**config.mk**
```make
export PLATFORM = sky130hd
export DESIGN_NAME = hps_isqrt
export DESIGN_NICKNAME = d
export VERILOG_FILES = /design/src/rtl/hps_pkg.sv /design/src/rtl/hps_isqrt.sv
export SDC_FILE = /design/constraint.sdc
export NUM_CORES = 1
export LEC_CHECK = 0
export BUFFER_PORTS_ARGS = -buffer_cell sky130_fd_sc_hd__buf_2
export CORE_UTILIZATION = 63
export DETAILED_ROUTE_END_ITERATION = 12
export PLACE_DENSITY = 0.86
export SLEW_MARGIN = 20
export SYNTH_ARGS = -nofsm -noshare
export SYNTH_HDL_FRONTEND = slang
export SYNTH_SLANG_ARGS = --single-unit
```
**constraint.sdc**
```tcl
create_clock -name clk -period 8.1 [get_ports clk]
set_clock_uncertainty 0.05 [all_clocks]
set_input_delay 1.215 -clock clk [delete_from_list [all_inputs] [get_ports clk]]
set_output_delay 1.215 -clock clk [all_outputs]
set_load 0.05 [all_outputs]
```
**src/rtl/hps_pkg.sv**
```systemverilog
// ----------------------------------------------------------------------------
// hps_pkg: shared types and constants of the Helmholtz potential sum
// Beat payload structs, fixed-point constants, the CORDIC arctangent table
// and the 48-bit saturating add.
// ----------------------------------------------------------------------------
package hps_pkg;

  // One input beat: target, one source and the target's prior potential.
  typedef struct packed {
    logic signed [31:0] target_x;
    logic signed [31:0] target_y;
    logic signed [31:0] target_z;
    logic signed [31:0] source_strength;
    logic signed [31:0] source_x;
    logic signed [31:0] source_y;
    logic signed [31:0] source_z;
    logic signed [47:0] prior_phi_real;
    logic signed [47:0] prior_phi_imag;
    logic               last_source;
  } hps_in_t;

  // One result beat: updated potential, Q24.24.
  typedef struct packed {
    logic signed [47:0] phi_real;
    logic signed [47:0] phi_imag;
  } hps_out_t;

  localparam logic [31:0]        WAVENUMBER_RST = 32'h0100_0000;
  localparam logic [63:0]        INV_TWO_PI_Q64 = 64'h28BE_60DB_9391_054A;
  localparam logic signed [33:0] CORDIC_GAIN    = 34'sh0_26DD_3B6A;
  localparam logic signed [47:0] SAT_MAX        = 48'sh7FFF_FFFF_FFFF;
  localparam logic signed [47:0] SAT_MIN        = 48'sh8000_0000_0000;

  // Arctangent of 2^-i in turns, 2^32 per turn.
  function automatic logic signed [32:0] atan_turns(input logic [4:0] i);
    logic [31:0] v;
    case (i)
      5'd0:  v = 32'h2000_0000;
      5'd1:  v = 32'h12E4_051E;
      5'd2:  v = 32'h09FB_385B;
      5'd3:  v = 32'h0511_11D4;
      5'd4:  v = 32'h028B_0D43;
      5'd5:  v = 32'h0145_D7E1;
      5'd6:  v = 32'h00A2_F61E;
      5'd7:  v = 32'h0051_7C55;
      5'd8:  v = 32'h0028_BE53;
      5'd9:  v = 32'h0014_5F2F;
      5'd10: v = 32'h000A_2F98;
      5'd11: v = 32'h0005_17CC;
      5'd12: v = 32'h0002_8BE6;
      5'd13: v = 32'h0001_45F3;
      5'd14: v = 32'h0000_A2FA;
      5'd15: v = 32'h0000_517D;
      5'd16: v = 32'h0000_28BE;
      5'd17: v = 32'h0000_145F;
      5'd18: v = 32'h0000_0A30;
      5'd19: v = 32'h0000_0518;
      5'd20: v = 32'h0000_028C;
      5'd21: v = 32'h0000_0146;
      5'd22: v = 32'h0000_00A3;
      5'd23: v = 32'h0000_0051;
      5'd24: v = 32'h0000_0029;
      5'd25: v = 32'h0000_0014;
      5'd26: v = 32'h0000_000A;
      5'd27: v = 32'h0000_0005;
      5'd28: v = 32'h0000_0003;
      5'd29: v = 32'h0000_0001;
      5'd30: v = 32'h0000_0001;
      default: v = 32'h0000_0000;
    endcase
    return $signed({1'b0, v});
  endfunction

  // Signed 48-bit add that clamps to the representable range.
  function automatic logic signed [47:0] sat_add48(input logic signed [47:0] a,
                                                   input logic signed [47:0] b);
    logic signed [48:0] s;
    s = {a[47], a} + {b[47], b};
    if (s[48] != s[47]) begin
      return s[48] ? SAT_MIN : SAT_MAX;
    end
    return s[47:0];
  endfunction

endpackage

```
**src/rtl/hps_isqrt.sv**
```systemverilog
// ----------------------------------------------------------------------------
// hps_isqrt: bit-serial integer square root
// Floor square root of a 64-bit value, one result bit per cycle.
// ----------------------------------------------------------------------------
module hps_isqrt import hps_pkg::*; (
  input  logic        clk,
  input  logic        rst_n,
  input  logic        start,
  input  logic [63:0] radicand,
  output logic        done,
  output logic [31:0] root
);

  logic [63:0] v_r;
  logic [32:0] rem_r;
  logic [31:0] root_r;
  logic [4:0]  cnt_r;
  logic        busy_r;
  logic        done_r;

  logic [34:0] rem_sh;
  logic [34:0] trial;
  logic        ge;
  logic [34:0] rem_nxt;

  // One restoring step: bring down two bits and try root*4+1.
  always_comb begin
    rem_sh  = {rem_r, v_r[63:62]};
    trial   = {1'b0, root_r, 2'b01};
    ge      = (rem_sh >= trial);
    rem_nxt = ge ? (rem_sh - trial) : rem_sh;
  end

  always_ff @(posedge clk) begin
    if (!rst_n) begin
      busy_r <= 1'b0;
      done_r <= 1'b0;
    end else begin
      done_r <= 1'b0;
      if (start) begin
        busy_r <= 1'b1;
        cnt_r  <= '0;
        v_r    <= radicand;
        rem_r  <= '0;
        root_r <= '0;
      end else if (busy_r) begin
        v_r    <= {v_r[61:0], 2'b00};
        rem_r  <= rem_nxt[32:0];
        root_r <= {root_r[30:0], ge};
        cnt_r  <= cnt_r + 5'd1;
        if (cnt_r == 5'd31) begin
          busy_r <= 1'b0;
          done_r <= 1'b1;
        end
      end
    end
  end

  assign done = done_r;
  assign root = root_r;

endmodule

```
# ---- Word level (Yosys, flattened, before mapping)
# Index checks and enable logic that the tools add are counted.
dict set report totals {
  reg_bits 136
  inputBits 67
  out_inout_bits 33
  wordCells 25
}
dict set report classes {
  add_sub_neg 2
  n_lt_le_gt_ge 1
  eq_ne 1
  n_mux 10
  n_bitwise 2
  reduce_logical 3
}
# op count
set ops {}
lappend ops {{$mux 64} 2}
lappend ops {{$mux 33} 2}
lappend ops {{$ge 35x34->1} 1}
lappend ops {{$sub 33x33->33} 1}
lappend ops {{$mux 32} 1}
lappend ops {{$add 5x1->5 const B} 1}
lappend ops {{$eq 5x5->1 const B} 1}
lappend ops {{$mux 5} 1}
lappend ops {{$mux 1} 4}
lappend ops {{$reduce_or 3->1} 1}
lappend ops {{$not 1->1} 2}
lappend ops {{$reduce_and 2->1} 1}
lappend ops {{$reduce_bool 2->1} 1}

# ---- Depth between registers and ports, before layout
dict set report depth {
  word_depth 4
  depth_mapped 14
  mapped_depth_nobuf 11
}

# ---- Worst setup path before layout
# No wires, ideal clock.
dict set report synth_timing {
  path_kind {input to register}
  start {input start}
  end {register cnt_r[0], enable pin}
  setup_time_ps 505
  t_arrival_ps 4543
  t_required_ps 7545
  setup_slack_ps 3002
  cell_stages 2
  path_buffers 1
  cell_sequence {clkbuf_1 > o21a_1}
}
dict set report synth_between {
  elab_chain_cells 2
}
# item line
set synth_rtl {}
lappend synth_rtl {{start, declared} hps_isqrt.sv:8} ;# input logic start,
lappend synth_rtl {{$reduce_bool 2->1 (no line)} --}
lappend synth_rtl {{$reduce_and 2->1 (no line)} --}
lappend synth_rtl {{end signal, assigned} hps_isqrt.sv:50} ;# cnt_r <= cnt_r + 5'd1;
lappend synth_rtl {{end, declared} hps_isqrt.sv:17} ;# logic [4:0] cnt_r;
# No other way between the ends.
# A chain may end at the register's enable or synchronous reset.

# ---- Final worst setup path
dict set report layout_timing {
  start {register rem_r[2]}
  end {register rem_r[12], data pin}
}
dict set report layout_between {
  elab_chain_cells 3
  word_cells_on_any_way 4
  cone_classes {add/sub (1); order compare (1); mux (2)}
}
# item line
set layout_rtl {}
lappend layout_rtl {{start, declared} hps_isqrt.sv:15} ;# logic [32:0] rem_r;
lappend layout_rtl {{start signal, assigned} hps_isqrt.sv:48} ;# rem_r <= rem_nxt[32:0];
lappend layout_rtl {{$sub 33x33->33 / $ge 35x34->1 (equally long branches)} {hps_isqrt.sv:31, hps_isqrt.sv:30}}
lappend layout_rtl {{$mux 33 (*)} hps_isqrt.sv:31} ;# rem_nxt = ge ? (rem_sh - trial) : rem_sh;
lappend layout_rtl {{$mux 33 (*)} hps_isqrt.sv:46} ;# end else if (busy_r) begin
# Every way passes the cells marked *; elsewhere a longest branch is shown, timed or not. The select of a mux whose other input is x is not followed.

==> results by group <==
Status
  – Outcome: completed

STA
  – Max-slew violations: 0
  – RSZ-0062 raised after global routing: no
  – Setup ws final: 4120 ps
  – Slew headroom: 33.5%
  – Worst slew pin tran: 997 ps
  – Sum of negative setup slack: 0 ps
  – Final Hold Viols: 0
  – Tmin final: 3980 ps
  – Final setup vio count: 0
  – Fmax: 251 MHz
  – Fin crit share: 49.1%
  – Worst hold slack: 460 ps

Clocking
  – Htree depth: 4
  – Worst-Skew Late Latency: 420 ps
  – Clock Tree Root: clkbuf_16
  – PostCTS Resize Cnt: 0
  – Post-CTS setup buffers: 0
  – CTS Buffer Depth: 2
  – Sink Count: 136
  – CTS clk-pin slew, worst paths: 60 ps
  – Num CTS Buffers: 17
  – # hold bufs at CTS: 0
  – CTS tree: yes

Finish
  – Nets: 823
  – Filler Cells Inserted: 734
  – Most frequent cells in the layout: edfxtp_1 (134), buf_2 (98), nor2_1 (80)
  – Area delta synth->final: 16.2%
  – Share of layout cells above drive strength 1: 27.8%
  – # diodes: 0
  – Most common cell after layout, fill and taps aside: edfxtp_1
  – Final core occ: 75.6%

Power
  – Total design power: 2.10 mW
  – Pwr/cell area: 243 nW/um^2
  – Leak: 3.59 nW
  – Worst IR Drop VDD: 0.192 mV

Critical path
  – CP required: 8190 ps
  – Worst Reg-to-Reg Cells: 11
  – Setup crit start kind: register
  – WS Path Type: reg -> reg
  – Worst EP arrival: 4070 ps
  – CP max FO: 15
  – RR Startpoint: rem_r[2]
  – R2r setup slk: 4120 ps
  – Worst setup EP type: register
  – Crit path from: rem_r[2]

Drt
  – TritonRoute pass-1 iters: 5
  – # DRC: 0
  – Detail Route Antenna Nets: 0
  – Initial DRC count: 356
  – Drt via density: 5.93
  – Mean routed wirelength per cell: 17.7 um
  – Via count: 5,198
  – Final wirelength: 15,500 um

Floorplan
  – # IOs: 100
  – Initial Util: 65.0%
  – Row Count: 39
  – DIE HEIGHT: 111 um
  – Core area: 11,500 sq um
  – Die area: 12,300 sq um
  – DIE WIDTH: 111 um

Worst hold path
  – Hold Startpoint: busy_r
  – Hold depth: 1
  – Hold WC Path Type: reg -> reg

Logic synthesis
  – Count of flip-flops with a built-in enable after synthesis: 134
  – Average size of a mapped cell: 12.0 sq um
  – Synthesized net count: 727
  – Post-synthesis sequential area ratio: 54.5%
  – Synth Flop Type: edfxtp_1
  – Netlist cell types: 60
  – Synthesized instance count: 624
  – Ys async rst share: 0%
  – Synth Register Bits: 136
  – Post-Syn Area: 7460 sq um
  – Ys Warns: 0

Place
  – GP Congestion: 0.848
  – Buffers on Ports: 99
  – Placement Setup Slack: 4200 ps
  – DP HPWL: 9950 um

GRT
  – First-pass GRT wire length: 25,000 um
  – Vias in the first global route: 5,240
  – Gr usage total: 26.1%
  – Initial antenna violation count: 0
  – Pin count of the biggest net entering global routing: 96
  – Gr ovfl total: 0

Flow run
  – Total of max-cap violations: 0
synthesized netlist by cell type (3+ instances only):
cell type | n | area share [%]
xnor2_1 | 19 | 2.2
a21oi_1 | 33 | 2.2
nand2_1 | 23 | 1.2
mux2i_1 | 23 | 3.1
o21a_1 | 5 | 0.50
mux2_2 | 62 | 9.4
ha_1 | 36 | 6.0
and3_1 | 6 | 0.50
buf_4 | 3 | 0.30
nand4_1 | 4 | 0.34
nor2_1 | 80 | 4.0
nor2b_1 | 10 | 0.84
a21o_1 | 14 | 1.4
a31oi_1 | 3 | 0.25
inv_1 | 43 | 2.2
a211oi_1 | 3 | 0.30
clkbuf_1 | 13 | 0.65
o211ai_1 | 4 | 0.40
nand2b_1 | 3 | 0.25
o21bai_1 | 4 | 0.40
o21ai_0 | 17 | 1.1
nor3_1 | 5 | 0.34
buf_1 | 8 | 0.40
and2_1 | 4 | 0.34
xor2_1 | 9 | 1.1
edfxtp_1 | 134 | 54
nand3_1 | 13 | 0.87
layer usage:
metal / share of wire, % / up-vias / wire length (um) / track usage, %
met1: 42 / 2464 / 6430 / 32.5
met4: 2.0 / 0 / 314 / 10.9
met2: 49 / 206 / 7620 / 42.5
met3: 7.2 / 34 / 1120 / 7.65
li1: - / 2494 / - / -
met5: 0 / - / 0 / 0
worst paths after layout:
| check | to |
|---|---|
| hold / removal | done |
| setup / recovery | rem_r[12] |
| setup reg to reg | rem_r[12] |
| hold reg to reg | done |
report_power, final:
group / leakage [nW] / switching [mW] / internal (mW)
clock network: 0.288 / 0.304 / 0.485
logic: 1.99 / 0.264 / 0.181
registers: 1.31 / 0.0254 / 0.846
total: 3.59 / 0.593 / 1.51
final cells by class:
type / count / area (sq um) / area share [%]
timing repair buffer: 102 / 524 / 6.05
tap: 143 / 179 / 2.06
multi-input combinational: 420 / 3140 / 36.2
sequential: 136 / 4060 / 46.9
inverter: 43 / 161 / 1.86
clock buffer: 17 / 425 / 4.91
clock inverter: 15 / 175 / 2.02
sequential cells by signal, summed over array words and instances (netlist names):
register / flops
cnt_r: 5
v_r: 64
rem_r: 33
busy_r: 1
done: 1
root: 32
kinds of logic after synthesis:
kind of cell               share of synthesized area [%]
DFF                                                 54.5
AOI/OAI and AO/OA                                   10.1
xor gates and xnor gates                            3.29
muxes                                               12.4
and+or+nand+nor                                     10.0
buffers and inverters                               3.59
adders and majority gates                           6.04
worst max-delay path: stages (launching register included):
cell,delay [ps]
edfxtp_1,410
ha_1,390
o211ai_1,150
o211ai_2,200
nand4b_1,140
nand3_2,160
a41oi_4,190
o41a_1,470
o221ai_2,800
buf_4,420
mux2i_1,240
nor2_1,70
stage by stage:
stage                     cell area (sq um)  cells
after floorplan                        7460    624
after global placement                 8070    844
after detailed placement               8070    844
after CTS                              8670    876
after global routing                   8670    876
final                                  8670    876
Note: power is estimated with default switching activity, not from simulation.
