===== config.mk =====
export PLATFORM = sky130hd
export DESIGN_NAME = hps_div
export DESIGN_NICKNAME = d
export VERILOG_FILES = /design/src/rtl/hps_pkg.sv /design/src/rtl/hps_div.sv
export SDC_FILE = /design/constraint.sdc
export NUM_CORES = 1
export LEC_CHECK = 0
export BUFFER_PORTS_ARGS = -buffer_cell sky130_fd_sc_hd__buf_4
export CORE_MARGIN = 8
export CORE_UTILIZATION = 45
export CTS_CLUSTER_DIAMETER = 30
export DETAILED_ROUTE_END_ITERATION = 7
export PLACE_DENSITY_LB_ADDON = 0.3
export SYNTH_ARGS = -nofsm -noshare
export SYNTH_HDL_FRONTEND = slang
export SYNTH_SLANG_ARGS = --single-unit

===== constraint.sdc =====
create_clock -name clk -period 4.8 [get_ports clk]
set_clock_uncertainty 0.05 [all_clocks]
set_input_delay 0.24 -clock clk [delete_from_list [all_inputs] [get_ports clk]]
set_output_delay 0.24 -clock clk [all_outputs]
set_load 0.05 [all_outputs]

===== src/rtl/hps_pkg.sv =====
// ----------------------------------------------------------------------------
// hps_pkg: shared types and constants of the Helmholtz potential sum
// Beat payload structs, fixed-point constants, the CORDIC arctangent table
// and the 48-bit saturating add.
// ----------------------------------------------------------------------------
package hps_pkg;

  // One input beat: target, one source and the target's prior potential.
  typedef struct packed {
    logic signed [31:0] target_x;
    logic signed [31:0] target_y;
    logic signed [31:0] target_z;
    logic signed [31:0] source_strength;
    logic signed [31:0] source_x;
    logic signed [31:0] source_y;
    logic signed [31:0] source_z;
    logic signed [47:0] prior_phi_real;
    logic signed [47:0] prior_phi_imag;
    logic               last_source;
  } hps_in_t;

  // One result beat: updated potential, Q24.24.
  typedef struct packed {
    logic signed [47:0] phi_real;
    logic signed [47:0] phi_imag;
  } hps_out_t;

  localparam logic [31:0]        WAVENUMBER_RST = 32'h0100_0000;
  localparam logic [63:0]        INV_TWO_PI_Q64 = 64'h28BE_60DB_9391_054A;
  localparam logic signed [33:0] CORDIC_GAIN    = 34'sh0_26DD_3B6A;
  localparam logic signed [47:0] SAT_MAX        = 48'sh7FFF_FFFF_FFFF;
  localparam logic signed [47:0] SAT_MIN        = 48'sh8000_0000_0000;

  // Arctangent of 2^-i in turns, 2^32 per turn.
  function automatic logic signed [32:0] atan_turns(input logic [4:0] i);
    logic [31:0] v;
    case (i)
      5'd0:  v = 32'h2000_0000;
      5'd1:  v = 32'h12E4_051E;
      5'd2:  v = 32'h09FB_385B;
      5'd3:  v = 32'h0511_11D4;
      5'd4:  v = 32'h028B_0D43;
      5'd5:  v = 32'h0145_D7E1;
      5'd6:  v = 32'h00A2_F61E;
      5'd7:  v = 32'h0051_7C55;
      5'd8:  v = 32'h0028_BE53;
      5'd9:  v = 32'h0014_5F2F;
      5'd10: v = 32'h000A_2F98;
      5'd11: v = 32'h0005_17CC;
      5'd12: v = 32'h0002_8BE6;
      5'd13: v = 32'h0001_45F3;
      5'd14: v = 32'h0000_A2FA;
      5'd15: v = 32'h0000_517D;
      5'd16: v = 32'h0000_28BE;
      5'd17: v = 32'h0000_145F;
      5'd18: v = 32'h0000_0A30;
      5'd19: v = 32'h0000_0518;
      5'd20: v = 32'h0000_028C;
      5'd21: v = 32'h0000_0146;
      5'd22: v = 32'h0000_00A3;
      5'd23: v = 32'h0000_0051;
      5'd24: v = 32'h0000_0029;
      5'd25: v = 32'h0000_0014;
      5'd26: v = 32'h0000_000A;
      5'd27: v = 32'h0000_0005;
      5'd28: v = 32'h0000_0003;
      5'd29: v = 32'h0000_0001;
      5'd30: v = 32'h0000_0001;
      default: v = 32'h0000_0000;
    endcase
    return $signed({1'b0, v});
  endfunction

  // Signed 48-bit add that clamps to the representable range.
  function automatic logic signed [47:0] sat_add48(input logic signed [47:0] a,
                                                   input logic signed [47:0] b);
    logic signed [48:0] s;
    s = {a[47], a} + {b[47], b};
    if (s[48] != s[47]) begin
      return s[48] ? SAT_MIN : SAT_MAX;
    end
    return s[47:0];
  endfunction

endpackage


===== src/rtl/hps_div.sv =====
// ----------------------------------------------------------------------------
// hps_div: bit-serial unsigned divider
// Divides a 66-bit dividend by a 50-bit divisor. Quotients of 2^48 or more
// are flagged as overflow at once; otherwise 48 restoring steps follow.
// ----------------------------------------------------------------------------
module hps_div import hps_pkg::*; (
  input  logic        clk,
  input  logic        rst_n,
  input  logic        start,
  input  logic [65:0] dividend,
  input  logic [49:0] divisor,
  output logic        done,
  output logic        ovf,
  output logic [47:0] quot
);

  logic [49:0] div_r;
  logic [49:0] rem_r;
  logic [47:0] n_r;
  logic [5:0]  cnt_r;
  logic        busy_r;
  logic        done_r;
  logic        ovf_r;

  logic        pre_ovf;
  logic [50:0] t;
  logic        ge;
  logic [50:0] rem_nxt;

  // Upper part already at least the divisor means the quotient exceeds 48 bits.
  assign pre_ovf = ({32'b0, dividend[65:48]} >= divisor);

  // One restoring step.
  always_comb begin
    t       = {rem_r, n_r[47]};
    ge      = (t >= {1'b0, div_r});
    rem_nxt = ge ? (t - {1'b0, div_r}) : t;
  end

  always_ff @(posedge clk) begin
    if (!rst_n) begin
      busy_r <= 1'b0;
      done_r <= 1'b0;
    end else begin
      done_r <= 1'b0;
      if (start) begin
        ovf_r <= pre_ovf;
        div_r <= divisor;
        rem_r <= {32'b0, dividend[65:48]};
        n_r   <= dividend[47:0];
        cnt_r <= '0;
        if (pre_ovf) begin
          done_r <= 1'b1;
        end else begin
          busy_r <= 1'b1;
        end
      end else if (busy_r) begin
        rem_r <= rem_nxt[49:0];
        n_r   <= {n_r[46:0], ge};
        cnt_r <= cnt_r + 6'd1;
        if (cnt_r == 6'd47) begin
          busy_r <= 1'b0;
          done_r <= 1'b1;
        end
      end
    end
  end

  assign done = done_r;
  assign ovf  = ovf_r;
  assign quot = n_r;

endmodule


### Yosys cells after proc, flatten, opt, wreduce, memory -nomap -nowiden

Cells that the tools add are included.

* latch bits: 0
* output and inout port bits: 50
* bits of input ports: 119
* memories kept: 0
* memory bits (writable): 0
* ROM bits: 0
* logic and storage cells: 31
* flip-flop bits (word level): 157

* shift operators: 0
* reductions and logical operators: 3
* order comparisons: 2
* multipliers: 0
* add/subtract/negate cells: 2
* equality and inequality tests: 2
* divide/modulo/power cells: 0
* muxes and demuxes: 14
* bitwise operators: 0

Operator list (count)
* $mux 50: 2
* $mux 48: 2
* $ge 51x50->1: 1
* $ge 18x50->1: 1
* $sub 50x50->50: 1
* $mux 18: 1
* $mux 1: 8
* $add 6x1->6 const B: 1
* $eq 6x6->1 const B: 1
* $mux 6: 1
* $reduce_and 2->1: 2
* $ne 2x2->1 const B: 1
* $reduce_bool 2->1: 1

### Depth between registers and ports, before layout

Gate-level depths: netlist (run 1).

* word-level depth: 4
* gate-level depth with buffers: 14
* gate-level depth less buffers: 13

### Least setup slack after synthesis (run 1)

Ideal clock, no wire load.

* path kind: input to register
* from: input port start
* to: register cnt_r[0] (enable)
* slack: 1.380 ns
* cell stages on the path: 4
* library setup time: 0.457 ns
* required time: 4.293 ns
* arrival: 2.912 ns
* buffers on the path: 2
* path through: clkbuf_1 > clkbuf_1 > o21ai_0 > inv_1

* longest elaborated chain between the ends: 2

Ends and longest elaborated chain
* from (decl): line hps_div.sv:9 `input logic start,`
* $reduce_bool 2->1 (no source line)
* $reduce_and 2->1 (no source line)
* to (signal assigned): line hps_div.sv:60 `cnt_r <= cnt_r + 6'd1;`
* to (decl): line hps_div.sv:20 `logic [5:0] cnt_r;`

No other way between the ends.
A chain may end at the register's enable or synchronous reset.

### Worst setup path in the final report (run 1)

* from: register rem_r[43]
* to: register rem_r[5], data pin

* longest elaborated chain between the ends: 4

Ends and longest elaborated chain
* from (decl): line hps_div.sv:18 `logic [49:0] rem_r;`
* from (signal assigned): line hps_div.sv:49 `rem_r <= {32'b0, dividend[65:48]};`
* from (signal assigned): line hps_div.sv:58 `rem_r <= rem_nxt[49:0];`
* $ge 51x50->1: line hps_div.sv:36 `ge = (t >= {1'b0, div_r});`
* $mux 50: line hps_div.sv:37 `rem_nxt = ge ? (t - {1'b0, div_r}) : t;`
* $mux 50: line hps_div.sv:57 `end else if (busy_r) begin`
* $mux 18: line hps_div.sv:46 `if (start) begin`

No other way between the ends. The select of a mux whose other input is x is not followed.

==> flow_summary.yaml, run 1 <==
clock_tree:
  htree_levels: 4
  ctsLongestPathBuffers: 2
  cts_hold_buf: 50
  numClockSinks: 157
  postCtsSetupBuffers: 0
  cts-buffers-inserted: 17
  tritoncts: "yes"
  cts.clk_slew.worst_paths_ps: 70
  clock_latency_ps: 430
  post_cts_resized: 0
  root_buffer: "clkbuf_16"
die:
  fp.dieW_um: 165
  row_count: 54
  die_area_um2: 27200
  core_um2: 21800
  io_pins: 169
  start_util: 0.457
  dieHeight_um: 165
timing:
  setup_viol: 0
  period_needed_ps: 4070
  slew_headroom: 0.230
  whs_ps: 42.0
  hold_violations: 0
  worst_slew_pin_slew_ps: 1150
  fmax_ghz: 0.245
  fin_setup_tns_ps: 0
  rsz0062_at_grt: "false"
  maxSlewViolCount: 0
  worst_slack_ps: 725
  fin_crit_sh: 0.849
final_layout:
  layout_common_cells: "175 x buf_4, 155 x edfxtp_1, 93 x nand2_1"
  final_cells: 1457
  diodes: 0
  post-route-util: 0.573
  nets: 1353
  drive_above_1_share: 0.225
  area_delta_synth_final_pct: 25.4
  mostFrequentLayoutCell: "buf_4"
placement:
  dp_cells: 1375
  place_ws_ps: 764
  place_congestion: 0.926
  dp_hpwl_um: 20600
  io_buffers: 168
logic_synthesis:
  synth_flop_cell: "edfxtp_1"
  synth_nets: 1156
  synth-edff-count: 155
  synthArstFlopShare: 0
  ys_ff_latch: 157
  syn_area_per_cell_um2: 10.3
  synth_warnings: 0
  ys_seq_area_frac: 0.470
  postSynthCellCount: 967
  synthesis.area_um2: 9980
  ys_types: 68
critical_path:
  cp-start-kind: "register"
  endpoint_kind: "register"
  crit_path_max_fanout: 26
  rrSetupSlack_ps: 730
  critPathArrivalTime_ps: 4260
  crit_type: "reg -> reg"
  worstReg2RegEnd: "rem_r[5]"
  r2r_start: "rem_r[43]"
  cp.required_ps: 4980
  r2r_cells: 11
detailed_routing:
  antenna_left: 0
  wl_per_cell_um: 18.8
  routed_wl_um: 27300
  vias: 8163
  drt_iter0_markers: 529
  route.detailed.drc: 0
  via_per_inst: 5.60
  first_pass_iters: 5
grt:
  grt_overflow_total: 0
  grt_max_degree: 64
  grt_use_total: 0.203
  grt_antenna_before_repair: 0
  grt_pass1_wl_um: 43400
  grt_pass1_vias: 8435
power:
  ir_drop_mv: 0.243
  p_leak_uw: 0.00518
  power.density_nw_per_um2: 342
worst_hold_path:
  min_to: "done"
  min_delay_path_depth: 2
  min_from: "rst_n"
  hold_path_class: "in -> reg"
status:
  outcome: "complete, no violations"
job:
  maxCapViolations: 0
[sequential cells by signal, indices dropped and copies added (netlist names)]
signal,cells
busy_r,1
cnt_r,6
div_r,50
done,1
ovf,1
quot,48
rem_r,50
[report_power, final]
part	switching (uW)	leakage [uW]	total [uW]	internal (uW)
logic	742	0.00341	1250	504
registers	55.0	0.00149	1710	1650
clock network	598	0.000276	1320	726
[layout make-up]
| type | instances | area [um2] |
|---|---|---|
| Clock buffer | 18 | 429 |
| Multi-Input combinational cell | 679 | 4770 |
| Sequential cell | 157 | 4690 |
| Timing Repair Buffer | 225 | 1810 |
| Clock inverter | 14 | 136 |
| Inverter | 84 | 318 |
| Tap cell | 280 | 350 |
| Fill cell | 1870 | 9310 |
[stage by stage]
stage                     instance area [um2]  power (uW)
after floorplan                          9980        2590
after global placement                  11400        2920
after detailed placement                11400        2940
after CTS                               12500        4300
after global routing                    12500        4490
final                                   12500        4280
[critical path: stages (launching register included)]
cell,delay [ps]
edfxtp_1,390
ha_1,380
a21o_1,230
a21o_1,180
a21o_1,190
a21o_1,170
a221o_1,380
a21oi_1,310
o21a_1,960
buf_4,410
nand3_1,110
o311ai_1,130
[layer usage]
layer | global-route usage | routed length (um) | up-vias
li1 | - | - | 3985
met1 | 0.237 | 11300 | 3856
met2 | 0.336 | 12900 | 289
met3 | 0.0770 | 2400 | 33
met4 | 0.0717 | 757 | 0
met5 | 0 | 0 | -
[how the worst max path moves through the flow]
stage              start  cells after the start  slack [ps]   endpoint
2_1_floorplan      start                      4        1380   cnt_r[0]
3_3_place_gp   rem_r[43]                     10         890  rem_r[14]
3_5_place_dp   rem_r[43]                     11         760   rem_r[3]
4_1_cts        rem_r[43]                     11         740   rem_r[3]
5_1_grt        rem_r[43]                     11         470   rem_r[3]
6_report       rem_r[43]                     11         730   rem_r[5]
[cells by family (layout without fill, tap and decap cells)]
group	count (synthesis)	in the layout	share of synthesized area
and+or+nand+nor	267	267	0.127
AOI/OAI and AO/OA	241	241	0.161
DFF	157	157	0.470
buffers and inverters	131	341	0.0519
adders and majority gates	70	70	0.0885
muxes	54	54	0.0602
xor gates and xnor gates	47	47	0.0412
[cell usage after synthesis, types with 3 or more instances]
| master | instances | share of area |
|---|---|---|
| edfxtp_1 | 155 | 0.47 |
| nand2_1 | 93 | 0.035 |
| inv_1 | 84 | 0.032 |
| a21oi_1 | 75 | 0.038 |
| ha_1 | 69 | 0.087 |
| nor2_1 | 56 | 0.021 |
| mux2_2 | 48 | 0.054 |
| o21ai_0 | 40 | 0.020 |
| nand3_1 | 31 | 0.016 |
| clkbuf_1 | 29 | 0.011 |
| xor2_1 | 26 | 0.023 |
| a21o_1 | 21 | 0.016 |
| xnor2_1 | 21 | 0.018 |
| nand4_1 | 18 | 0.011 |
| a211oi_1 | 15 | 0.011 |
| nor3_1 | 15 | 0.0075 |
| o311ai_1 | 14 | 0.012 |
| and3_1 | 10 | 0.0063 |
| nor4_1 | 10 | 0.0063 |
| buf_2 | 9 | 0.0045 |
| o211ai_1 | 9 | 0.0068 |
| o31ai_1 | 8 | 0.0060 |
| nand2b_1 | 7 | 0.0044 |
| mux2i_1 | 6 | 0.0060 |
| o21a_1 | 6 | 0.0045 |
| o21bai_1 | 6 | 0.0045 |
| buf_1 | 5 | 0.0019 |
| o21ai_1 | 5 | 0.0025 |
| and2_1 | 4 | 0.0025 |
| buf_4 | 4 | 0.0030 |
| nor2b_1 | 4 | 0.0025 |
| or3_1 | 4 | 0.0025 |
| a2111oi_0 | 3 | 0.0026 |
| a221o_1 | 3 | 0.0030 |
| a22oi_1 | 3 | 0.0023 |
| a31oi_1 | 3 | 0.0019 |
| nor3b_1 | 3 | 0.0023 |
| o2111ai_1 | 3 | 0.0026 |
(Power assumes the default switching activity.)
==> run 2, diff against run 1 <==
--- a/config.mk
+++ b/config.mk
@@ -5,6 +5,7 @@
 export SDC_FILE = /design/constraint.sdc
 export NUM_CORES = 1
 export LEC_CHECK = 0
+export ABC_AREA = 1
 export BUFFER_PORTS_ARGS = -buffer_cell sky130_fd_sc_hd__buf_4
 export CORE_MARGIN = 8
 export CORE_UTILIZATION = 45
==> constraint.sdc (replaced) <==
create_clock -name clk -period 3.5 [get_ports clk]
set_clock_uncertainty 0.05 [all_clocks]
set_input_delay 0.175 -clock clk [delete_from_list [all_inputs] [get_ports clk]]
set_output_delay 0.175 -clock clk [all_outputs]
set_load 0.05 [all_outputs]
==> run 2 against run 1 <==
Die area grew 15%. Cell count up 57%. Cell area rose by 20%. Hold slack got worse by 28 ps. Critical path depth grew 3. Sequential power rose by 42%. Register-to-register slack worse by 220 ps. Worst setup slack worse by 220 ps. Global-route usage up 4.0 points. Combinational power is 100% higher. Sequential cell count is the same. Critical path type unchanged.
==> flow_summary.yaml, run 2 <==
final_layout:
  drive_above_1_share: 0.121
  nets: 2132
  final_cells: 2291
  area_delta_synth_final_pct: 28.8
  layout_common_cells: "651 x nand2_1, 302 x inv_1, 176 x nor2_1"
  diodes: 0
  mostFrequentLayoutCell: "nand2_1"
critical_path:
  cp-start-kind: "register"
  crit_path_max_fanout: 19
  endpoint_kind: "register"
  critPathArrivalTime_ps: 3120
  cp.required_ps: 3630
  crit_type: "reg -> reg"
logic_synthesis:
  synth_nets: 1851
  synth_top_area_frac: 0.400
  synth_most_common_cell: "nand2_1"
  synthArstFlopShare: 0
  syn_area_per_cell_um2: 7.00
  synth-edff-count: 155
  ys_ff_latch: 157
  synthTopCellsByArea: "edfxtp_1 40%, nand2_1 21%, inv_1 9.8%, ha_1 7.4%, nor2_1 5.7%"
  synthesis.area_um2: 11600
  synth_commonest_cells: "652 x nand2_1, 303 x inv_1, 176 x nor2_1, 155 x edfxtp_1, 92 x nand3_1"
  synth_flop_cell: "edfxtp_1"
  ys_types: 41
  postSynthCellCount: 1662
  synth_top_area_cell: "edfxtp_1"
  ys_seq_area_frac: 0.403
  synth_warnings: 0
die:
  fp.dieW_um: 177
  core_um2: 25800
  dieHeight_um: 177
  die_area_um2: 31300
  io_pins: 169
  row_count: 59
  start_util: 0.452
power:
  power.density_nw_per_um2: 463
  switchingPower_uw: 2690
  p_leak_uw: 0.00779
  clock_power_share: 0.283
  p_int_uw: 4240
  power_frac_seq: 0.348
  ir_drop_mv: 0.318
  switching_share: 0.388
  power_frac_comb: 0.369
timing:
  hold_violations: 0
  slew_headroom: 0.484
  setup_viol: 0
  period_needed_ps: 2990
  rsz0062_at_grt: "false"
  worst_slew_pin_slew_ps: 774
  whs_ps: 13.7
  fin_crit_sh: 0.855
  fin_setup_tns_ps: 0
  maxSlewViolCount: 0
  fmax_ghz: 0.334
detailed_routing:
  route.detailed.drc: 0
  via_per_inst: 4.99
  wl_per_cell_um: 16.5
  first_pass_iters: 5
  antenna_left: 0
  routed_wl_um: 37800
  vias: 11400
  drt_iter0_markers: 805
placement:
  dp_cells: 2147
  io_buffers: 168
  dp_hpwl_um: 28900
  place_congestion: 1.01
clock_tree:
  postCtsSetupBuffers: 0
  cts_hold_buf: 110
  post_cts_resized: 0
  cts-buffers-inserted: 17
  root_buffer: "clkbuf_16"
  htree_levels: 4
  numClockSinks: 157
  clock_latency_ps: 440
  tritoncts: "yes"
  cts.clk_slew.worst_paths_ps: 70
  ctsLongestPathBuffers: 2
grt:
  grt_antenna_before_repair: 0
  grt_max_degree: 69
  grt_pass1_vias: 11400
  grt_use_total: 0.243
  grt_overflow_total: 0
  grt_pass1_wl_um: 60000
job:
  maxCapViolations: 0
status:
  outcome: "complete, no violations"
worst_hold_path:
  hold_path_class: "in -> reg"
run 2: cell families after synthesis:
kind of cell | share of synthesized area
simple gates | 0.345
buf+inv | 0.114
flops | 0.403
compound gates | 0.0427
fa+ha+maj | 0.0759
xor+xnor | 0.0188
run 2: per-stage QoR:
step	cell area [um2]	worst slack, ps	power, uW	util
CTS	15000	566	6920	0.581
floorplan	11600	174	4160	-
detailed placement	13300	566	4860	0.515
global route	15000	283	7330	0.582
finish	15000	507	6940	0.582
global placement	13300	622	4830	0.515
run 2: per-layer routing:
layer,vias up,GRT usage,part of all wire
li1,5722,-,-
met1,5243,0.315,0.44
met2,415,0.400,0.46
met3,45,0.0578,0.078
met4,0,0.0676,0.020
met5,-,0,0
run 2: worst paths after layout:
check / start / endpoint / slack, ps / cells after the start
max: div_r[18] / rem_r[15] / 510 / 14
min: dividend[63] / rem_r[15] / 10 / 3
max reg2reg: div_r[18] / rem_r[15] / 510 / 14
min reg2reg: busy_r / busy_r / 430 / 2
run 2: area by class of cell:
| class | instances | area, um2 |
|---|---|---|
| fill | 2331 | 10800 |
| clock inverter | 14 | 170 |
| tap | 335 | 419 |
| inverter | 310 | 1160 |
| clock buffer | 18 | 429 |
| timing repair buffer | 290 | 2490 |
| multi-input combinational | 1167 | 5620 |
| sequential | 157 | 4690 |
run 2: worst max-delay path, stage by stage (launching register included):
cell	delay [ps]
edfxtp_1	340
inv_1	60
ha_1	350
nand2_1	90
inv_1	80
nand2_1	80
nor2_2	230
nand4_1	140
nand3_2	190
nand3b_4	280
nand2_4	310
buf_4	280
nand2_1	90
nand3_1	90
nand2_1	60
run 2: power groups by stage:
| stage | Combinational, uW | Sequential, uW | Clock, uW |
|---|---|---|---|
| detailed placement | 2410 | 2450 | 0 |
| global placement | 2390 | 2440 | 0 |
| CTS | 2530 | 2410 | 1990 |
| floorplan | 1550 | 2610 | 0 |
| finish | 2560 | 2420 | 1960 |
| global route | 2840 | 2430 | 2060 |
