$ cat src/rtl/hps_pkg.sv
// ----------------------------------------------------------------------------
// hps_pkg: shared types and constants of the Helmholtz potential sum
// Beat payload structs, fixed-point constants, the CORDIC arctangent table
// and the 48-bit saturating add.
// ----------------------------------------------------------------------------
package hps_pkg;

  // One input beat: target, one source and the target's prior potential.
  typedef struct packed {
    logic signed [31:0] target_x;
    logic signed [31:0] target_y;
    logic signed [31:0] target_z;
    logic signed [31:0] source_strength;
    logic signed [31:0] source_x;
    logic signed [31:0] source_y;
    logic signed [31:0] source_z;
    logic signed [47:0] prior_phi_real;
    logic signed [47:0] prior_phi_imag;
    logic               last_source;
  } hps_in_t;

  // One result beat: updated potential, Q24.24.
  typedef struct packed {
    logic signed [47:0] phi_real;
    logic signed [47:0] phi_imag;
  } hps_out_t;

  localparam logic [31:0]        WAVENUMBER_RST = 32'h0100_0000;
  localparam logic [63:0]        INV_TWO_PI_Q64 = 64'h28BE_60DB_9391_054A;
  localparam logic signed [33:0] CORDIC_GAIN    = 34'sh0_26DD_3B6A;
  localparam logic signed [47:0] SAT_MAX        = 48'sh7FFF_FFFF_FFFF;
  localparam logic signed [47:0] SAT_MIN        = 48'sh8000_0000_0000;

  // Arctangent of 2^-i in turns, 2^32 per turn.
  function automatic logic signed [32:0] atan_turns(input logic [4:0] i);
    logic [31:0] v;
    case (i)
      5'd0:  v = 32'h2000_0000;
      5'd1:  v = 32'h12E4_051E;
      5'd2:  v = 32'h09FB_385B;
      5'd3:  v = 32'h0511_11D4;
      5'd4:  v = 32'h028B_0D43;
      5'd5:  v = 32'h0145_D7E1;
      5'd6:  v = 32'h00A2_F61E;
      5'd7:  v = 32'h0051_7C55;
      5'd8:  v = 32'h0028_BE53;
      5'd9:  v = 32'h0014_5F2F;
      5'd10: v = 32'h000A_2F98;
      5'd11: v = 32'h0005_17CC;
      5'd12: v = 32'h0002_8BE6;
      5'd13: v = 32'h0001_45F3;
      5'd14: v = 32'h0000_A2FA;
      5'd15: v = 32'h0000_517D;
      5'd16: v = 32'h0000_28BE;
      5'd17: v = 32'h0000_145F;
      5'd18: v = 32'h0000_0A30;
      5'd19: v = 32'h0000_0518;
      5'd20: v = 32'h0000_028C;
      5'd21: v = 32'h0000_0146;
      5'd22: v = 32'h0000_00A3;
      5'd23: v = 32'h0000_0051;
      5'd24: v = 32'h0000_0029;
      5'd25: v = 32'h0000_0014;
      5'd26: v = 32'h0000_000A;
      5'd27: v = 32'h0000_0005;
      5'd28: v = 32'h0000_0003;
      5'd29: v = 32'h0000_0001;
      5'd30: v = 32'h0000_0001;
      default: v = 32'h0000_0000;
    endcase
    return $signed({1'b0, v});
  endfunction

  // Signed 48-bit add that clamps to the representable range.
  function automatic logic signed [47:0] sat_add48(input logic signed [47:0] a,
                                                   input logic signed [47:0] b);
    logic signed [48:0] s;
    s = {a[47], a} + {b[47], b};
    if (s[48] != s[47]) begin
      return s[48] ? SAT_MIN : SAT_MAX;
    end
    return s[47:0];
  endfunction

endpackage

$ cat src/rtl/hps_cordic.sv
// ----------------------------------------------------------------------------
// hps_cordic: iterative CORDIC rotator
// Rotates the prescaled unit vector by an angle in turns, one step per
// cycle, giving cosine and sine in Q1.30.
// ----------------------------------------------------------------------------
module hps_cordic import hps_pkg::*; (
  input  logic               clk,
  input  logic               rst_n,
  input  logic               start,
  input  logic [29:0]        angle,
  output logic               done,
  output logic signed [33:0] cos_o,
  output logic signed [33:0] sin_o
);

  logic signed [33:0] x_r;
  logic signed [33:0] y_r;
  logic signed [32:0] z_r;
  logic [4:0]         i_r;
  logic               busy_r;
  logic               done_r;

  logic signed [33:0] xs;
  logic signed [33:0] ys;
  logic signed [33:0] x_nxt;
  logic signed [33:0] y_nxt;
  logic signed [32:0] z_nxt;

  // Micro-rotation toward zero residual angle; shifts floor.
  always_comb begin
    xs = x_r >>> i_r;
    ys = y_r >>> i_r;
    if (!z_r[32]) begin
      x_nxt = x_r - ys;
      y_nxt = y_r + xs;
      z_nxt = z_r - atan_turns(i_r);
    end else begin
      x_nxt = x_r + ys;
      y_nxt = y_r - xs;
      z_nxt = z_r + atan_turns(i_r);
    end
  end

  always_ff @(posedge clk) begin
    if (!rst_n) begin
      busy_r <= 1'b0;
      done_r <= 1'b0;
    end else begin
      done_r <= 1'b0;
      if (start) begin
        busy_r <= 1'b1;
        i_r    <= '0;
        x_r    <= CORDIC_GAIN;
        y_r    <= '0;
        z_r    <= $signed({3'b000, angle});
      end else if (busy_r) begin
        x_r <= x_nxt;
        y_r <= y_nxt;
        z_r <= z_nxt;
        i_r <= i_r + 5'd1;
        if (i_r == 5'd31) begin
          busy_r <= 1'b0;
          done_r <= 1'b1;
        end
      end
    end
  end

  assign done  = done_r;
  assign cos_o = x_r;
  assign sin_o = y_r;

endmodule

$ cat config.mk
export PLATFORM = sky130hd
export DESIGN_NAME = hps_cordic
export DESIGN_NICKNAME = d
export VERILOG_FILES = /design/src/rtl/hps_pkg.sv /design/src/rtl/hps_cordic.sv
export SDC_FILE = /design/constraint.sdc
export NUM_CORES = 1
export LEC_CHECK = 0
export BUFFER_PORTS_ARGS = -buffer_cell sky130_fd_sc_hd__buf_2
export CORE_ASPECT_RATIO = 1.5
export CORE_UTILIZATION = 25
export CTS_BUF_LIST = sky130_fd_sc_hd__clkbuf_16
export CTS_CLUSTER_SIZE = 8
export DETAILED_ROUTE_END_ITERATION = 10
export PLACE_DENSITY = 0.45
export SLEW_MARGIN = 20
export SYNTH_ARGS = -nofsm -noshare
export SYNTH_HDL_FRONTEND = slang
export SYNTH_SLANG_ARGS = --single-unit
$ cat constraint.sdc
create_clock -name clk -period 9.4 [get_ports clk]
set_clock_uncertainty 0.15 [all_clocks]
set_input_delay 1.88 -clock clk [delete_from_list [all_inputs] [get_ports clk]]
set_output_delay 1.88 -clock clk [all_outputs]
set_load 0.005 [all_outputs]
; ---- Word-level counts from Yosys, hierarchy flattened
; Memory sizes are Yosys's and may differ from the RTL's. A register that Yosys moved wholly into a read port is not among the register bits.
; Cells that the tools add are included.
[totals]
reg_bits = 108
rom_bits = 1920
output_inout_bits = 69
inputBits = 33
word_cells = 42
n_memories = 2
[mem_list]
columns = name, depth, word_bits, read_ports, rd_ports_with_merged_regs, write_ports, line_no
row1 = (no name shown), 32, 30, 1, 1, 0, hps_pkg.sv:37  ; case (i)
row2 = (no name shown), 32, 30, 1, 1, 0, hps_pkg.sv:37
[classes]
add_sub_neg = 7
reduce_logical = 3
muxes = 18
eq_ne = 1
shifts = 2
bitwise = 2
[op_table]
columns = operator, count
row1 = 34-bit two-way mux, 4
row2 = 34-bit adder, 2
row3 = 34-bit by 5-bit >>> shifter with 34-bit output, 2
row4 = 34-bit subtractor, 2
row5 = 33-bit two-way mux, 2
row6 = 32-bit two-way mux, 2
row7 = 33-bit adder, 1
row8 = 33-bit subtractor, 1
row9 = 30-bit two-way mux, 1
row10 = 5-bit two-way mux, 5
row11 = "5-bit by 1-bit adder with 5-bit output, second input constant", 1
row12 = "5-bit == test, second input constant", 1
row13 = 1-bit two-way mux, 4
row14 = 3-bit OR reduction, 1
row15 = 1-bit inverter, 2
row16 = 2-bit AND reduction, 1
row17 = 2-bit nonzero test, 1

; ---- Longest topological paths before layout
; Gate-level depths: netlist (run 1).
[depth]
depth_word = 5
ltp_mapped = 28
mapped_depth_nobuf = 21

; ---- Least setup slack after synthesis (run 1)
; Ideal clock, no wire load.
[synth_timing]
path_type = flip-flop to flip-flop
start = reg i_r[1]
end = reg y_r[32] (netlist: sin_o[32]) (data pin)
setup_ns = 0.260
path_slack_ns = 3.256
n_path_buf = 3
stages_incl_launch_ff = 25
synth_period_minus_slack_ns = 6.144
arrival_time_ns = 5.735
t_required_ns = 8.990
cell_sequence = edfxtp_1 -> buf_6 -> buf_4 -> buf_2 -> mux4_2 -> mux4_2 -> a221o_1 -> inv_1 -> ha_1 -> nand2_1 -> or3b_1 -> nor2_1 -> and2_1 -> a31oi_1 -> xnor2_1 -> ha_1 -> a2111oi_0 -> nand2_1 -> o211ai_1 -> nor2_1 -> a31oi_1 -> a21oi_1 -> a211oi_1 -> a21oi_1 -> mux2_2
[synth_via]
elab_chain_len = 4
elab_cells_between_ends = 5
cone_classes = add/sub (2) / shift (1) / mux (2)
[synth_lines]
columns = item, line_no
row1 = from (decl), hps_cordic.sv:19  ; logic [4:0] i_r;
row2 = from (signal assigned), hps_cordic.sv:60  ; i_r <= i_r + 5'd1;
row3 = 34-bit by 5-bit >>> shifter with 34-bit output *, hps_cordic.sv:31  ; xs = x_r >>> i_r;
row4 = 34-bit adder / 34-bit subtractor (equally long branches), "hps_cordic.sv:35, hps_cordic.sv:39"
row5 = 34-bit two-way mux *, hps_cordic.sv:33  ; if (!z_r[32]) begin
row6 = 34-bit two-way mux *, hps_cordic.sv:56  ; end else if (busy_r) begin
row7 = to (signal assigned), hps_cordic.sv:58  ; y_r <= y_nxt;
row8 = to (decl), hps_cordic.sv:17  ; logic signed [33:0] y_r;
; Mark *: on every way between the ends. The rest lies on a longest branch, timed or not. The select of a mux whose other input is x is not followed.
; A chain may end at the register's enable or synchronous reset.

; ---- Worst setup path after layout (run 1)
[layout_timing]
start = reg i_r[0]
end = reg x_r[31] (netlist: cos_o[31]) (data pin)
[layout_via]
elab_chain_len = 4
elab_cells_between_ends = 5
cone_classes = add/sub (2) / shift (1) / mux (2)
[layout_lines]
columns = item, line_no
row1 = 34-bit by 5-bit >>> shifter with 34-bit output *, hps_cordic.sv:32  ; ys = y_r >>> i_r;
row2 = 34-bit subtractor / 34-bit adder (equally long branches), "hps_cordic.sv:34, hps_cordic.sv:38"
row3 = 34-bit two-way mux *, hps_cordic.sv:33
row4 = 34-bit two-way mux *, hps_cordic.sv:56
row5 = to (signal assigned), hps_cordic.sv:57  ; x_r <= x_nxt;
row6 = to (decl), hps_cordic.sv:16  ; logic signed [33:0] x_r;
; Marked as above.

==> parameters.txt, run 1 <==
Parameter                              Value

Run status
  Run status    complete, no violations

Placed design
  Routability-driven placement congestion ratio    0.924
  HPWL after detailed placement    51300 µm
  Post-placement cell area    18600 µm²
  Setup slack at placement    1.87 ns
  IO buf count    101

Critical path
  CP required    9.45 ns
  Arrival time of the worst setup path    7.79 ns
  Family of cells with the greatest summed delay on the critical path    compound AO/OA/AOI/OAI gates
  Buffers and inverters on the worst path    3
  Register-to-register path setup slack    1.66 ns
  Library cell contributing the largest single delay on the critical path    sky130_fd_sc_hd__edfxtp_1
  Startpoint kind of the worst setup timing path    flip-flop
  Kind of critical path    reg2reg
  Maximum fanout along the worst path    26
  CP endpoint kind    flip-flop
  Cell-by-cell trace of the critical path    clkinv_1 -> buf_4 -> mux4_2 -> o22ai_1 -> a211oi_1 -> ha_1 -> inv_1 -> nor4_1 -> a21oi_1 -> xor2_1 -> ha_1 -> a21o_1 -> a21oi_1 -> nor2b_1 -> o41ai_1 -> a31oi_1 -> a311oi_1 -> o21ai_0 -> xnor2_1 -> nor2_1
  CP peak stage delay    1.01 ns

Detailed routing
  Number of optimization iterations in the first detailed-route pass    7
  Count of routing violations after the opening detailed-route iteration    1110
  Routed vias    16300
  Wirelength, routed    67100 µm
  Detail-routed via count per cell    5.51
  DRC viols    0
  DRT antenna net count    0
  Avg WL per Cell    22.6 µm

Yosys
  Part of the Yosys area used for sequential elements    22.2%
  Number of enable-type register cells in the synthesized netlist    106
  Asr flop ratio synth    0%
  Summed instance area of the synthesized netlist    17200 µm²
  Synthesized area per cell    8.53 µm²
  Main flop type after synthesis    sky130_fd_sc_hd__edfxtp_1
  Syn. warnings    0
  Number of library cell types mapped by synthesis    93
  Seq cells post-synth    138
  Syn_nets    2162
  Synth Instances    2016

Layout
  Post-synthesis to final-layout area growth    11.2%
  Layout cells sized above 1    14.7%
  Footprint of the multi-input gates    12700 µm²
  Antenna Cells    0
  Count of nets after finishing    2208
  Fill cells    7422
  Total area of sequential cells    3820 µm²
  Post-Route Utilization    28.1%
  Final standard cell area without fillers    19100 µm²

Global routing
  First-pass GRT wire length    101000 µm
  Number of global-route vias before repair    16300
  Grt ovf    0
  Number of antenna violations at the first check in global routing    0
  All-Layer GR Usage    19.0%
  Maximum number of pins on one net before global-route repair    99

STA
  Final max-slew violation count    0
  Period Utilization, post-route    82.4%
  Worst hold-check slack    0.418 ns
  Minimum period implied by the final worst setup slack    7.74 ns
  F_max    129 MHz
  Worst Max-Slew Pin Slew    1.21 ns
  Final setup slack of the worst path    1.66 ns
  Worst slew margin relative to its limit    19.5%
  Setup repair after global routing missed its margin    false
  Total count of hold-check failures in the final report    0
  TNS Setup    0 ns
  Setup violators final    0

Clock network
  # clock sinks    138
  Clock slew at the register clock pins of the worst setup and hold paths    0.07 ns
  CTS tree    built
  Root buffer cell    sky130_fd_sc_hd__clkbuf_16
  Clock Latency Late Sink    0.47 ns
  Num CTS Buffers    17
  Number of buffers on the longest clock path    2
  CTS resizes    0
  Number of setup buffers added after CTS    0
  Number of levels in the clock H-tree    4
  Post-CTS Hold Fix Bufs    0

Floorplan
  Width of the chip    216 µm
  Vertical extent of the die    323 µm
  Starting density of the core    25.3%
  I/O pin count    102
  Floorplan die area    69800 µm²
  Cell Rows    117
  Placeable Area    67900 µm²

Run
  Max-cap viol count    0

Power and ir drop
  Power density over the cells    266 nW/µm²
  Static Leakage    7.44 nW
  Worst supply voltage drop on vdd    0.106 mV

Worst hold path
  Type of the tightest min-delay check    reg2reg
-- worst reg2reg max path: stages (launching register included) --
cell and delay, ns:
sky130_fd_sc_hd__edfxtp_1 1.01, sky130_fd_sc_hd__clkinv_1 0.65, sky130_fd_sc_hd__buf_4 0.42, sky130_fd_sc_hd__mux4_2 0.33, sky130_fd_sc_hd__o22ai_1 0.09, sky130_fd_sc_hd__a211oi_1 0.36, sky130_fd_sc_hd__ha_1 0.25, sky130_fd_sc_hd__inv_1 0.07
sky130_fd_sc_hd__nor4_1 0.88, sky130_fd_sc_hd__a21oi_1 0.18, sky130_fd_sc_hd__xor2_1 0.20, sky130_fd_sc_hd__ha_1 0.37, sky130_fd_sc_hd__a21o_1 0.18, sky130_fd_sc_hd__a21oi_1 0.14, sky130_fd_sc_hd__nor2b_1 0.08, sky130_fd_sc_hd__o41ai_1 0.67
sky130_fd_sc_hd__a31oi_1 0.30, sky130_fd_sc_hd__a311oi_1 0.66, sky130_fd_sc_hd__o21ai_0 0.24, sky130_fd_sc_hd__xnor2_1 0.19, sky130_fd_sc_hd__nor2_1 0.06
-- worst paths after layout --
kind                         from  cells past startpoint                 endpoint
max          i_r[0]$_SDFFCE_PP0P_                     20  cos_o[31]$_SDFFCE_PP0P_
min             busy_r$_SDFF_PN0_                      1          done$_SDFF_PP0_
max reg2reg  i_r[0]$_SDFFCE_PP0P_                     20  cos_o[31]$_SDFFCE_PP0P_
min reg2reg     busy_r$_SDFF_PN0_                      1          done$_SDFF_PP0_
-- layout make-up --
| cell class | count | share of cell area [%] |
|---|---|---|
| multi-input combinational | 1721 | 66.2 |
| sequential | 138 | 20.0 |
| tap | 892 | 5.84 |
| timing repair buffer | 135 | 4.12 |
| clock buffer | 18 | 2.36 |
| inverter | 49 | 0.975 |
| clock inverter | 14 | 0.484 |
-- cells by family after synthesis --
group                      count (synthesis)  synth area share (%)
DFF                                      138                  22.2
buffers and inverters                    157                  4.14
xor gates and xnor gates                 154                  7.85
and+or+nand+nor                          643                  18.0
AOI/OAI and AO/OA                        623                  23.4
muxes                                    188                  16.0
adders and majority gates                113                  8.36
-- per-stage QoR --
stage	total power [mW]	std cells
3_3_place_gp	4.41	2935
2_1_floorplan	3.47	2016
5_1_grt	5.51	2967
3_5_place_dp	4.42	2935
4_1_cts	5.13	2967
6_report	5.09	2967
-- metal layers --
layer  GRT usage (%)  up-vias  wire length [µm]
met5               0        -                 0
met4            13.8        0              5030
met3            2.18      159              2490
met2            35.6      550             35100
met1            19.5     7909             24500
li1                -     7723                 -
-- synthesized netlist by cell type, drive strengths merged, types with 7 or more instances --
| master | instances | area, µm² |
|---|---|---|
| nor2 | 209 | 785 |
| nand2 | 180 | 676 |
| a21oi | 169 | 846 |
| o21ai | 143 | 716 |
| ha | 110 | 1380 |
| edfxtp | 106 | 3180 |
| xor2 | 89 | 780 |
| mux2i | 74 | 741 |
| xnor2 | 65 | 569 |
| mux4 | 63 | 1430 |
| clkbuf | 59 | 221 |
| nor3 | 57 | 290 |
| mux2 | 51 | 586 |
| buf | 49 | 307 |
| inv | 47 | 176 |
| a21o | 46 | 345 |
| a211oi | 33 | 248 |
| nor2b | 33 | 206 |
| dfxtp | 32 | 641 |
| a31oi | 30 | 188 |
| nand3 | 30 | 150 |
| o21a | 29 | 218 |
| nand2b | 22 | 138 |
| o211ai | 22 | 165 |
| and2 | 19 | 119 |
| and3 | 18 | 113 |
| o31ai | 14 | 105 |
| or3 | 12 | 75.1 |
| nor4 | 11 | 83.8 |
| a311oi | 10 | 87.6 |
| nand4 | 10 | 77.6 |
| o21bai | 10 | 75.1 |
| nor3b | 9 | 72.6 |
| a22oi | 8 | 60.1 |
| o31a | 8 | 70.1 |
| or2 | 8 | 50.1 |
| a221oi | 7 | 61.3 |
| o221ai | 7 | 61.3 |
-- cells in the final DEF (no fill, tap or decap), drive strengths merged, types with 7 or more instances in the layout --
master,n
o21bai,10
clkbuf,18
a221oi,7
nand4,10
dfxtp,32
nand3,30
nand2b,22
a211oi,33
nor2,209
o21a,29
o31a,8
nor2b,33
buf,135
nor3b,9
mux2i,74
o21ai,143
clkinv,8
a31oi,30
nand2,180
and3,18
o211ai,22
o221ai,7
or2,8
nor4,11
inv,54
a21o,46
xor2,89
a21oi,169
xnor2,65
ha,110
and2,19
nor3,57
a22oi,8
mux2,51
o31ai,14
a311oi,10
or3,12
mux4,63
edfxtp,106
-- power by group --
| group | switching [mW] | internal (mW) |
|---|---|---|
| combinational | 1.86 | 1.40 |
| clock | 0.316 | 0.353 |
| sequential | 0.302 | 0.869 |
| total | 2.48 | 2.62 |
No activity file was read; power rests on OpenSTA's default activity.
==> inputs of run 2 (changes only) <==
--- a/config.mk
+++ b/config.mk
@@ -11,7 +11,7 @@
 export CTS_BUF_LIST = sky130_fd_sc_hd__clkbuf_16
 export CTS_CLUSTER_SIZE = 8
 export DETAILED_ROUTE_END_ITERATION = 10
-export PLACE_DENSITY = 0.45
+export PLACE_DENSITY = 0.46
 export SLEW_MARGIN = 20
 export SYNTH_ARGS = -nofsm -noshare
 export SYNTH_HDL_FRONTEND = slang
==> constraint.sdc (replaced) <==
create_clock -name clk -period 6.2 [get_ports clk]
set_clock_uncertainty 0.15 [all_clocks]
set_input_delay 1.24 -clock clk [delete_from_list [all_inputs] [get_ports clk]]
set_output_delay 1.24 -clock clk [all_outputs]
set_load 0.005 [all_outputs]
==> run 2 against run 1 <==
Cell area rose by 9.3%. Critical endpoint is now sin_o[32]$_SDFFCE_PP0P_. Combinational power up 77%. Clock power increased by 78%. Power up 68%.
==> parameters.txt, run 2 (synthesis results as in run 1) <==
Parameter                              Value

Run status
  Run status    complete, no violations (unchanged)

STA
  Total count of hold-check failures in the final report    0 (unchanged)
  Period Utilization, post-route    96.3% (was 82.4%)
  Worst hold-check slack    0.432 ns (was 0.418 ns)
  Worst slew margin relative to its limit    27.9% (was 19.5%)
  Worst Max-Slew Pin Slew    1.08 ns (was 1.21 ns)
  Minimum period implied by the final worst setup slack    5.97 ns (was 7.74 ns)
  Final max-slew violation count    0 (unchanged)
  F_max    168 MHz (was 129 MHz)
  Setup violators final    0 (unchanged)
  Setup repair after global routing missed its margin    true (was false)

Worst hold path
  Type of the tightest min-delay check    reg2reg (unchanged)

Critical path
  CP required    6.30 ns (was 9.45 ns)
  Arrival time of the worst setup path    6.07 ns (was 7.79 ns)
  Maximum fanout along the worst path    26 (unchanged)
  Library cell contributing the largest single delay on the critical path    sky130_fd_sc_hd__mux4_2 (was sky130_fd_sc_hd__edfxtp_1)
  Startpoint kind of the worst setup timing path    flip-flop (unchanged)
  Family of cells with the greatest summed delay on the critical path    multiplexers (was compound AO/OA/AOI/OAI gates)
  Cell-by-cell trace of the critical path    buf_12 -> buf_16 -> mux4_2 -> mux2_2 -> mux4_2 -> nor4b_4 -> nand4_4 -> nor4b_4 -> nor2_1 -> xor2_1 -> ha_1 -> a2111oi_1 -> buf_4 -> nand2_1 -> o211ai_1 -> nor2_1 -> a31oi_2 -> a21oi_2 -> a211oi_2 -> a21oi_1 -> mux2_2 (was clkinv_1 -> buf_4 -> mux4_2 -> o22ai_1 -> a211oi_1 -> ha_1 -> inv_1 -> nor4_1 -> a21oi_1 -> xor2_1 -> ha_1 -> a21o_1 -> a21oi_1 -> nor2b_1 -> o41ai_1 -> a31oi_1 -> a311oi_1 -> o21ai_0 -> xnor2_1 -> nor2_1)
  CP endpoint kind    flip-flop (unchanged)
  Buffers and inverters on the worst path    3 (unchanged)
  CP peak stage delay    0.57 ns (was 1.01 ns)
  Kind of critical path    reg2reg (unchanged)

Global routing
  Maximum number of pins on one net before global-route repair    80 (was 99)
  Grt ovf    0 (unchanged)
  First-pass GRT wire length    106000 µm (was 101000 µm)
  Number of global-route vias before repair    17100 (was 16300)
  All-Layer GR Usage    20.2% (was 19.0%)
  Number of antenna violations at the first check in global routing    0 (unchanged)

Layout
  Footprint of the multi-input gates    12800 µm² (was 12700 µm²)
  Post-layout instance count excluding filler cells    3150 (was 2967)
  Fill cells    7266 (was 7422)
  Post-Route Utilization    30.8% (was 28.1%)
  Most frequent standard cell in the layout excluding fill and tap cells    sky130_fd_sc_hd__buf_4 (was sky130_fd_sc_hd__nor2_1)
  Layout cells sized above 1    22.9% (was 14.7%)
  Antenna Cells    0 (unchanged)
  Final standard cell area without fillers    20900 µm² (was 19100 µm²)
  Count of nets after finishing    2391 (was 2208)
  Post-synthesis to final-layout area growth    21.6% (was 11.2%)
  Leading cell types in the layout, fill and taps excluded    sky130_fd_sc_hd__buf_4 (208), sky130_fd_sc_hd__nor2_1 (207), sky130_fd_sc_hd__nand2_1 (180) (was sky130_fd_sc_hd__nor2_1 (209), sky130_fd_sc_hd__nand2_1 (180), sky130_fd_sc_hd__a21oi_1 (169))
  Total area of sequential cells    3820 µm² (unchanged)

Power and ir drop
  Static Leakage    8.46 nW (was 7.44 nW)
  Power density over the cells    410 nW/µm² (was 266 nW/µm²)
  Worst supply voltage drop on vdd    0.187 mV (was 0.106 mV)
  Final Total Pwr    8.57 mW (was 5.09 mW)

Placed design
  HPWL after detailed placement    56600 µm (was 51300 µm)
  IO buf count    101 (unchanged)
  Routability-driven placement congestion ratio    0.975 (was 0.924)
  Post-Place Cells    3111 (was 2935)
  Post-placement cell area    20000 µm² (was 18600 µm²)

Clock network
  Num CTS Buffers    17 (unchanged)
  Post-CTS Hold Fix Bufs    0 (unchanged)
  Number of levels in the clock H-tree    4 (unchanged)
  Number of buffers on the longest clock path    2 (unchanged)
  Root buffer cell    sky130_fd_sc_hd__clkbuf_16 (unchanged)
  Clock slew at the register clock pins of the worst setup and hold paths    0.06 ns (was 0.07 ns)
  CTS tree    built (unchanged)
  # clock sinks    138 (unchanged)
  Clock Latency Late Sink    0.51 ns (was 0.47 ns)

Detailed routing
  Number of optimization iterations in the first detailed-route pass    6 (was 7)
  Wirelength, routed    71100 µm (was 67100 µm)
  Count of routing violations after the opening detailed-route iteration    1322 (was 1110)
  Routed vias    17200 (was 16300)
  DRC viols    0 (unchanged)
  Detail-routed via count per cell    5.45 (was 5.51)
  DRT antenna net count    0 (unchanged)
  Avg WL per Cell    22.6 µm (about the same)

Floorplan
  Placeable Area    67900 µm² (unchanged)
  Starting density of the core    25.3% (unchanged)
  I/O pin count    102 (unchanged)
  Width of the chip    216 µm (unchanged)
  Vertical extent of the die    323 µm (unchanged)
  Cell Rows    117 (unchanged)
  Floorplan die area    69800 µm² (unchanged)

Run
  Max-cap viol count    0 (unchanged)
-- run 2: changes by cell type in the layout (fill, tap and decap cells not counted), moves of 4 or more --
cell and change:
sky130_fd_sc_hd__buf_12 +5, sky130_fd_sc_hd__mux2i_1 -4, sky130_fd_sc_hd__a211oi_2 +5, sky130_fd_sc_hd__buf_4 +175
sky130_fd_sc_hd__clkbuf_16 +7, sky130_fd_sc_hd__a211oi_1 -5, sky130_fd_sc_hd__o21ai_0 -4
-- run 2: timing repair --
item                       in CTS  in global routing
buffers inserted                0                  7
setup endpoints to repair       9                 23
gates cloned                    0                  0
pin swaps                       0                  5
hold endpoints to repair        0                  0
gates resized for setup         5                 41
-- run 2: per-layer routing --
metal,vias to the layer above,GRT usage [%],part of all wire (%)
li1,8110,-,-
met1,8289,20.6,36
met2,589,38.5,54
met3,191,2.78,4.0
met4,0,12.6,6.1
met5,-,0,0
-- run 2: per-stage QoR --
stage	TNS [ns]	setup WS, ns
2_1_floorplan	0	0.0556
3_3_place_gp	-0.413	-0.146
3_5_place_dp	-0.316	-0.0915
4_1_cts	0	0.00205
5_1_grt	-0.213	-0.110
6_report	0	0.230
-- run 2: layout make-up --
class,instances,area share (%)
Clock buffer,25,2.99
Clock inverter,7,0.246
Inverter,49,0.892
Multi-Input combinational cell,1721,61.4
Sequential cell,138,18.3
Tap cell,892,5.34
Timing Repair Buffer,318,10.9
-- run 2: final timing paths --
path	cells past startpoint	from	slack, ns	endpoint
max	21	i_r[1]$_SDFFCE_PP0P_	0.23	sin_o[32]$_SDFFCE_PP0P_
min	1	busy_r$_SDFF_PN0_	0.43	done$_SDFF_PP0_
max reg2reg	21	i_r[1]$_SDFFCE_PP0P_	0.23	sin_o[32]$_SDFFCE_PP0P_
min reg2reg	1	busy_r$_SDFF_PN0_	0.43	done$_SDFF_PP0_
-- run 2: where the power goes --
group          switching (mW)  internal [mW]  total, mW
registers               0.309           1.32       1.63
logic                    3.21           2.55       5.76
clock network           0.485          0.706       1.19
